===== config.mk =====
export PLATFORM = sky130hd
export DESIGN_NAME = bfs_shortest_path_matrix_top
export DESIGN_NICKNAME = d
export VERILOG_FILES = /design/src/hdl/bfs_pkg.sv /design/src/hdl/bfs_shortest_path_matrix_top.sv
export SDC_FILE = /design/constraint.sdc
export NUM_CORES = 2
export LEC_CHECK = 0
export CORE_ASPECT_RATIO = 0.7
export CORE_UTILIZATION = 28
export DETAILED_ROUTE_END_ITERATION = 12
export DONT_BUFFER_PORTS = 1
export HOLD_SLACK_MARGIN = 0.03
export PLACE_DENSITY_LB_ADDON = 0.2
export SYNTH_ARGS = -nofsm -noshare
export SYNTH_HDL_FRONTEND = slang
export SYNTH_SLANG_ARGS = --single-unit

===== constraint.sdc =====
create_clock -name clock -period 17.5 [get_ports clock]
set_clock_uncertainty 0.1 [all_clocks]
set_input_delay 0.875 -clock clock [delete_from_list [all_inputs] [get_ports clock]]
set_output_delay 0.875 -clock clock [all_outputs]
set_load 0.01 [all_outputs]

===== src/hdl/bfs_pkg.sv =====
// ----------------------------------------------------------------------------
// BFS shortest path package
// Shared types and constants of the breadth-first shortest path engine.
// ----------------------------------------------------------------------------
package bfs_pkg;

   localparam int unsigned VertexWidth = 5;
   localparam int unsigned MAX_VERTEX = 31;

   typedef logic [VertexWidth-1:0] vertex_type;

   typedef enum logic [0:0] {
      OP_ADD_EDGE = 1'b0,
      OP_QUERY    = 1'b1
   } op_type;

   typedef enum logic [0:0] {
      REG_VERTEX_COUNT = 1'b0
   } reg_index_type;

   typedef enum logic [3:0] {
      ST_IDLE,
      ST_EDGE,
      ST_DEQ,
      ST_ROW,
      ST_SCAN,
      ST_WALK_RD,
      ST_WALK,
      ST_EMIT_RD,
      ST_EMIT,
      ST_FAIL
   } state_type;

endpackage


===== src/hdl/bfs_shortest_path_matrix_top.sv =====
// ----------------------------------------------------------------------------
// BFS shortest path engine
// Adjacency bit matrix with a breadth-first search that emits the path.
// ----------------------------------------------------------------------------
// channel   direction  handshake          payload
// req       in         start / busy       req_operation, req_from_vertex, req_to_vertex
// rsp       out        rsp_valid strobe   rsp_path_vertex, rsp_found, rsp_last
// csr       in/out     APB write/read     vertex_count at address 0
//
// A stored edge word reads its row in ST_IDLE and writes it in ST_EDGE; an ignored
// edge word or a one-vertex query finishes in ST_IDLE, and an out-of-range query
// goes through ST_FAIL. A search dequeues each vertex in ST_DEQ and ST_ROW, scans
// the vertex indices in ST_SCAN, walks the predecessors in ST_WALK and ST_WALK_RD
// and emits each word through ST_EMIT_RD and ST_EMIT, paced by the registered reads.
// Reset is synchronous; after it busy stays high while the matrix
// is cleared one row per cycle. The receiver cannot stall results.
module bfs_shortest_path_matrix_top
   import bfs_pkg::*;
(
   input  logic        clock,
   input  logic        reset,
   input  logic        start,
   output logic        busy,
   input  logic        req_operation,
   input  logic [4:0]  req_from_vertex,
   input  logic [4:0]  req_to_vertex,
   output logic        rsp_valid,
   output logic [4:0]  rsp_path_vertex,
   output logic        rsp_found,
   output logic        rsp_last,
   input  logic        psel,
   input  logic        penable,
   input  logic        pwrite,
   input  logic [2:0]  paddr,
   input  logic [31:0] pwdata,
   output logic [31:0] prdata,
   output logic        pready
);

   localparam int unsigned Depth = MAX_VERTEX + 1;
   localparam int unsigned AddrWidth = $clog2(Depth);
   localparam int unsigned CountWidth = $clog2(Depth + 1);

   logic [MAX_VERTEX:0] edge_mem [Depth];
   vertex_type          pred_mem [Depth];
   vertex_type          queue_mem [Depth];
   vertex_type          stack_mem [Depth];

   state_type state_ff, state_in;
   vertex_type vcount_ff;
   vertex_type src_ff, dst_ff, src_in, dst_in;
   logic [MAX_VERTEX:0] visited_ff, visited_in, row_ff;
   logic [CountWidth-1:0] head_ff, head_in, tail_ff, tail_in, len_ff, len_in;
   vertex_type u_ff, u_in, scan_ff, scan_in, cur_ff, cur_in;
   logic [4:0] n_active;
   vertex_type queue_rd_ff, pred_rd_ff, stack_rd_ff;

   logic accept;
   logic edge_we;
   logic [AddrWidth-1:0] edge_waddr, edge_raddr;
   logic [MAX_VERTEX:0] edge_wbit, edge_wdata;
   logic pred_we, queue_we, stack_we;
   logic [AddrWidth-1:0] pred_waddr, pred_raddr, queue_waddr, queue_raddr;
   logic [AddrWidth-1:0] stack_waddr, stack_raddr;
   vertex_type pred_wdata, queue_wdata, stack_wdata;
   logic out_valid_in, out_found_in, out_last_in;
   vertex_type out_vertex_in;
   logic out_valid_ff, out_found_ff, out_last_ff;
   vertex_type out_vertex_ff;
   logic hit;
   logic clear_ff;
   logic [AddrWidth:0] clr_ff;

   assign pready = 1'b1;
   assign prdata = {27'd0, vcount_ff};
   assign busy = (state_ff != ST_IDLE) || clear_ff;
   assign accept = start && !busy;
   assign n_active = (32'(vcount_ff) > MAX_VERTEX) ? 5'(MAX_VERTEX) : vcount_ff;

   always_ff @(posedge clock) begin
      if (reset) begin
         vcount_ff <= 5'd31;
      end else if (psel && penable && pwrite && pready &&
                   paddr[2] == REG_VERTEX_COUNT) begin
         vcount_ff <= pwdata[4:0];
      end
   end

   always_ff @(posedge clock) begin
      if (clear_ff) begin
         edge_mem[clr_ff[AddrWidth-1:0]] <= '0;
      end else if (edge_we) begin
         edge_mem[edge_waddr] <= edge_wdata;
      end
      row_ff <= edge_mem[edge_raddr];
      if (pred_we) begin
         pred_mem[pred_waddr] <= pred_wdata;
      end
      pred_rd_ff <= pred_mem[pred_raddr];
      if (queue_we) begin
         queue_mem[queue_waddr] <= queue_wdata;
      end
      queue_rd_ff <= queue_mem[queue_raddr];
      if (stack_we) begin
         stack_mem[stack_waddr] <= stack_wdata;
      end
      stack_rd_ff <= stack_mem[stack_raddr];
   end

   // The matrix is cleared by a sweep after reset: edge_mem has no reset value
   // otherwise, so the clearing state writes one row per cycle.
   always_ff @(posedge clock) begin
      if (reset) begin
         clear_ff <= 1'b1;
         clr_ff <= '0;
      end else if (clear_ff) begin
         clr_ff <= clr_ff + 1'b1;
         if (clr_ff == (AddrWidth+1)'(Depth - 1)) begin
            clear_ff <= 1'b0;
         end
      end
   end

   always_comb begin
      state_in = state_ff;
      src_in = src_ff;
      dst_in = dst_ff;
      visited_in = visited_ff;
      head_in = head_ff;
      tail_in = tail_ff;
      len_in = len_ff;
      u_in = u_ff;
      scan_in = scan_ff;
      cur_in = cur_ff;
      edge_we = 1'b0;
      edge_waddr = AddrWidth'(src_ff);
      edge_wbit = (MAX_VERTEX+1)'(1) << dst_ff;
      edge_wdata = row_ff | edge_wbit;
      edge_raddr = AddrWidth'(u_ff);
      pred_we = 1'b0;
      pred_waddr = AddrWidth'(scan_ff);
      pred_wdata = u_ff;
      pred_raddr = AddrWidth'(cur_ff);
      queue_we = 1'b0;
      queue_waddr = tail_ff[AddrWidth-1:0];
      queue_wdata = scan_ff;
      queue_raddr = head_ff[AddrWidth-1:0];
      stack_we = 1'b0;
      stack_waddr = len_ff[AddrWidth-1:0];
      stack_wdata = cur_ff;
      stack_raddr = AddrWidth'(len_ff - 1'b1);
      out_valid_in = 1'b0;
      out_vertex_in = '0;
      out_found_in = 1'b0;
      out_last_in = 1'b1;
      hit = 1'b0;
      unique case (state_ff)
         ST_IDLE: begin
            if (accept) begin
               src_in = req_from_vertex;
               dst_in = req_to_vertex;
               if (req_operation == OP_ADD_EDGE) begin
                  if (req_from_vertex != 0 && 32'(req_from_vertex) <= MAX_VERTEX &&
                      req_to_vertex != 0 && 32'(req_to_vertex) <= MAX_VERTEX) begin
                     edge_raddr = AddrWidth'(req_from_vertex);
                     state_in = ST_EDGE;
                  end
               end else if (req_from_vertex == 0 || req_from_vertex > n_active ||
                            req_to_vertex == 0 || req_to_vertex > n_active) begin
                  state_in = ST_FAIL;
               end else if (req_from_vertex == req_to_vertex) begin
                  out_valid_in = 1'b1;
                  out_vertex_in = req_from_vertex;
                  out_found_in = 1'b1;
               end else begin
                  visited_in = (MAX_VERTEX+1)'(1) << req_from_vertex;
                  queue_we = 1'b1;
                  queue_waddr = '0;
                  queue_wdata = req_from_vertex;
                  head_in = '0;
                  tail_in = CountWidth'(1);
                  state_in = ST_DEQ;
               end
            end
         end
         ST_EDGE: begin
            edge_we = 1'b1;
            state_in = ST_IDLE;
         end
         ST_DEQ: begin
            if (head_ff < tail_ff && 32'(head_ff) <= MAX_VERTEX) begin
               state_in = ST_ROW;
               head_in = head_ff + 1'b1;
            end else begin
               state_in = ST_FAIL;
            end
         end
         ST_ROW: begin
            u_in = queue_rd_ff;
            edge_raddr = AddrWidth'(queue_rd_ff);
            scan_in = 5'd1;
            state_in = ST_SCAN;
         end
         ST_SCAN: begin
            if (scan_ff > n_active) begin
               state_in = ST_DEQ;
            end else begin
               scan_in = scan_ff + 1'b1;
               if (!visited_ff[scan_ff] && row_ff[scan_ff]) begin
                  visited_in = visited_ff | ((MAX_VERTEX+1)'(1) << scan_ff);
                  pred_we = 1'b1;
                  if (32'(tail_ff) <= MAX_VERTEX) begin
                     queue_we = 1'b1;
                     tail_in = tail_ff + 1'b1;
                  end
                  if (scan_ff == dst_ff) begin
                     hit = 1'b1;
                     cur_in = dst_ff;
                     len_in = '0;
                     state_in = ST_WALK;
                  end
               end
               if (scan_ff == 5'd31) begin
                  if (!hit) state_in = ST_DEQ;
               end
            end
         end
         ST_WALK: begin
            stack_we = 1'b1;
            len_in = len_ff + 1'b1;
            if (cur_ff == src_ff || 32'(len_ff) + 1 > MAX_VERTEX) begin
               state_in = ST_EMIT_RD;
            end else begin
               state_in = ST_WALK_RD;
            end
         end
         ST_WALK_RD: begin
            state_in = ST_WALK;
            cur_in = pred_rd_ff;
         end
         ST_EMIT_RD: begin
            state_in = ST_EMIT;
         end
         ST_EMIT: begin
            out_valid_in = 1'b1;
            out_vertex_in = stack_rd_ff;
            out_found_in = 1'b1;
            out_last_in = (len_ff == CountWidth'(1));
            len_in = len_ff - 1'b1;
            state_in = (len_ff == CountWidth'(1)) ? ST_IDLE : ST_EMIT_RD;
         end
         ST_FAIL: begin
            out_valid_in = 1'b1;
            state_in = ST_IDLE;
         end
         default: state_in = ST_IDLE;
      endcase
   end

   // The walk reads the predecessor of the current vertex in ST_WALK; ST_WALK_RD takes it.
   always_ff @(posedge clock) begin
      if (reset) begin
         state_ff <= ST_IDLE;
         out_valid_ff <= 1'b0;
      end else begin
         state_ff <= state_in;
         out_valid_ff <= out_valid_in;
      end
   end

   always_ff @(posedge clock) begin
      src_ff <= src_in;
      dst_ff <= dst_in;
      visited_ff <= visited_in;
      head_ff <= head_in;
      tail_ff <= tail_in;
      len_ff <= len_in;
      u_ff <= u_in;
      scan_ff <= scan_in;
      cur_ff <= cur_in;
      out_vertex_ff <= out_vertex_in;
      out_found_ff <= out_found_in;
      out_last_ff <= out_last_in;
   end

   assign rsp_valid = out_valid_ff;
   assign rsp_path_vertex = out_vertex_ff;
   assign rsp_found = out_found_ff;
   assign rsp_last = out_last_ff;

   assert property (@(posedge clock) disable iff (reset)
      rsp_valid && !rsp_found |-> rsp_last && rsp_path_vertex == 5'd0)
      else $error("failed search word not final or nonzero");
   assert property (@(posedge clock) disable iff (reset)
      accept |=> !rsp_valid || rsp_last || busy)
      else $error("word order broken after accept");
   assert property (@(posedge clock) disable iff (reset)
      rsp_valid && rsp_last |=> !busy || $past(accept))
      else $error("busy after final word");

endmodule


==> run summary <==
OUTCOME
--------------------------------------------------------------------------------------
Run status .............................................................. finished clean

LAYOUT
--------------------------------------------------------------------------------------
Share of layout cells above drive strength 1 ............................        14.5%
Fill count ..............................................................       22,602
Leading cell type in the layout, fill and taps excluded .................     edfxtp_1
Post-synthesis to final-layout area growth ..............................        14.1%
Most frequent cells in the layout ....................................... edfxtp_1, nand2_1, nand3_1, mux2i_1, clkbuf_16
Final net count .........................................................        4,298
Layout Cells excl Fill ..................................................        7,411
Layout Cell Area excl Fill ..............................................  75,200 um^2

STA
--------------------------------------------------------------------------------------
Crit share post-route ...................................................        31.4%
Worst setup slack after layout ..........................................    12,000 ps
RSZ-0062 raised after global routing ....................................        false
Final total negative setup slack ........................................         0 ps
Number of endpoints failing setup at the final stage ....................            0
Timing-limited maximum frequency ........................................    0.182 GHz
Max-Slew Margin vs Limit ................................................        15.0%
Final critical delay including setup and external delays ................      5500 ps
Max-slew violation count ................................................            0
Transition time of the tightest slew-check pin ..........................      1260 ps
Final Hold Viols ........................................................            0

SETUP PATH
--------------------------------------------------------------------------------------
Critical Path Start Type ................................................     register
Peak fanout along the critical path .....................................          145
Slowest-stage cell, CP ..................................................        buf_4
Worst stage delay on the critical path ..................................       800 ps
Required time at the endpoint of the critical path ......................    18,120 ps
Cell family with the largest share of critical-path delay ............... buffers and inverters
Class of the most critical setup path ................................... register to register
Cell Chain, Critical Path ............................................... nand4bb_1 > inv_1 > a32oi_1 > nand2_4 > buf_12 > buf_4 > mux2i_1 > a22oi_1 > nand4_1 > nor3_1
Worst reg2reg setup slack ...............................................    12,000 ps
Arrival @ worst endpoint ................................................      6120 ps
Number of buffers and inverters on the critical path ....................            3
CP Capture Type .........................................................     register

CLOCK NETWORK
--------------------------------------------------------------------------------------
Worst-path clk slew .....................................................        70 ps
Total clock buffers created by CTS ......................................          164
H-tree lvl count ........................................................            4
Clock root buffer master ................................................    clkbuf_16
Buffers from clock root to sink, at most ................................            4
Clock tree sinks ........................................................        1,650
Clock network latency to the later pin of the worst-skew pair ...........       830 ps
CTS tree ................................................................          yes

JOB
--------------------------------------------------------------------------------------
Number of maximum-capacitance constraint violations .....................            0

SYNTHESIS
--------------------------------------------------------------------------------------
Post-synthesis register bit count .......................................        1,650
Number of enable flip-flop cells after synthesis ........................        1,579
Fraction of registers with async set or reset after synthesis ...........           0%
Cell area after synthesis ...............................................  65,900 um^2
Ys Warns ................................................................            0
Sequential fraction of the synthesis area ...............................        74.1%
Commonest register cell after synthesis .................................     edfxtp_1
Per-instance average area after synthesis ...............................    15.9 um^2
Number of distinct standard cells referenced by the synthesized netlist .           75
Gate count after technology mapping .....................................        4,147

ROUTING
--------------------------------------------------------------------------------------
DR iter-0 viols .........................................................        3,497
First drt pass iteration count ..........................................            5
Detail-routed via count per cell ........................................         4.94
Routed len/inst .........................................................      25.5 um
Total routed wirelength .................................................   189,000 um
Drt drc .................................................................            0
Total number of vias ....................................................       36,587
Detail Route Antenna Nets ...............................................            0

DIE
--------------------------------------------------------------------------------------
Effective utilization at floorplan ......................................        28.3%
Die area ................................................................ 237,000 um^2
Top-Level Pins ..........................................................           94
Die outline width .......................................................       582 um
Overall die height ......................................................       408 um
Count of standard-cell rows .............................................          148
Area of the core ........................................................ 233,000 um^2

GLOBAL ROUTE
--------------------------------------------------------------------------------------
Maximum number of pins on one net before global-route repair ............          146
Global-route wire length before repair ..................................   269,000 um
Total gr overflow .......................................................            0
Combined global-route utilization of all metal layers ...................        15.6%
Via count of the first global-routing pass ..............................       35,353
Antenna violations before repair ........................................            7

POWER
--------------------------------------------------------------------------------------
Power density relative to cell area .....................................  104 nW/um^2
Max VDD drop ............................................................    0.0757 mV
Power, Total ............................................................      7800 uW
Leakage Power ...........................................................    0.0256 uW

PLACED DESIGN
--------------------------------------------------------------------------------------
Placed cell area ........................................................  70,000 um^2
I/O Buffers .............................................................            0
Global placement routability congestion .................................        0.779
Setup Slack @ Placement .................................................    11,900 ps
Placed cells ............................................................        7,108
Estimated wirelength of the detail-placed design ........................   107,000 um

WORST HOLD PATH
--------------------------------------------------------------------------------------
Hold Path Class ......................................................... input pin to register

[power by group]
part | total [uW] | internal [uW] | leakage [uW] | switching (uW)
registers | 4290 | 4290 | 0.0172 | 5.95
clock network | 3440 | 1930 | 0.00248 | 1510
logic | 66.5 | 13.4 | 0.00595 | 53.2
[worst register-to-register path: stages (launching register included)]
cell and delay (ps):
dfxtp_1 560, nand4bb_1 560, inv_1 480, a32oi_1 190, nand2_4 540, buf_12 600, buf_4 1130, mux2i_1 200
a22oi_1 290, nand4_1 480, nor3_1 280
[path summary, 6_finish.rpt]
check                     start       endpoint  cells after the start
min          req_from_vertex[3]  edge_waddr[3]                      0
max reg2reg         state_ff[3]     row_ff[14]                     10
max                 state_ff[3]     row_ff[14]                     10
min reg2reg      queue_rd_ff[3]  pred_wdata[3]                      0
[synthesized netlist by cell type (3+ instances only)]
cell	number	area, um^2
ha_1	35	438
mux2_2	22	248
a32o_1	3	30.0
nand3b_1	5	37.5
a211oi_1	5	37.5
nand2_1	630	2360
clkbuf_1	106	398
mux4_2	162	3650
buf_4	37	278
a32oi_1	35	307
a21oi_1	65	325
or3_1	7	43.8
mux2i_1	248	2480
a22oi_1	104	781
o22ai_1	35	219
buf_1	34	128
inv_1	27	101
xor2_1	16	140
nor2_1	186	698
or2_2	6	37.5
a21o_1	4	30.0
dfxtp_1	71	1420
o21ai_0	17	85.1
and3_1	6	37.5
xnor2_1	20	175
nor3_1	58	290
nand4_1	104	651
buf_2	83	415
nor3b_1	5	37.5
and4_1	3	26.3
nor4_1	17	106
edfxtp_1	1579	47400
nor2b_1	14	87.6
nand3_1	282	1410
and2_1	10	62.6
nor3_2	8	80.1
nand2b_1	19	119
buf_6	5	56.3
nor2_2	3	18.8
o21a_1	4	30.0
a31oi_1	24	150
[sequential cells by signal (all words and copies together) (netlist names), 6 cells and up]
signal and count:
head_ff 6, pred_mem 160, stack_mem 160, clr_ff 6
queue_mem 160, row_ff 32, edge_mem 1024, visited_ff 32
tail_ff 6, len_ff 6
[final cells by class]
cell class,count,area [um^2],area share [%]
multi-input combinational,2230,16200,21.6
clock inverter,72,562,0.747
antenna,2,5.00,0.00666
inverter,28,105,0.140
tap,3075,3850,5.12
timing repair buffer,137,1080,1.44
sequential,1650,48800,65.0
clock buffer,217,4520,6.01
[layer usage]
layer  vias to the layer above  part of all wire [%]  track usage, %
met5                         -                     0               0
met4                         0                   1.7            3.17
met3                       221                   5.7            2.46
met2                      1016                    42            22.4
met1                     19242                    50            24.6
li1                      16108                     -               -
[per-stage QoR]
stage          util, %  hold slack, ps
3_3_place_gp      30.0             359
2_1_floorplan        -             309
3_5_place_dp      30.0             357
6_report          32.2            86.9
5_1_grt           32.2            38.2
4_1_cts           32.2            30.9
[cell families after synthesis]
family	after synthesis	share of synthesized area, %
buf+inv	293	2.09
mux	432	9.68
fa+ha+maj	35	0.665
compound gates	321	3.44
simple gates	1378	9.52
other cells	2	0.0114
xor+xnor	36	0.478
flops	1650	74.1
[repair_timing]
action	CTS	global route
gates resized for setup	0	0
buffers inserted	0	0
hold buffers	12	0
hold endpoints to repair	17	0
(Power assumes the default switching activity.)
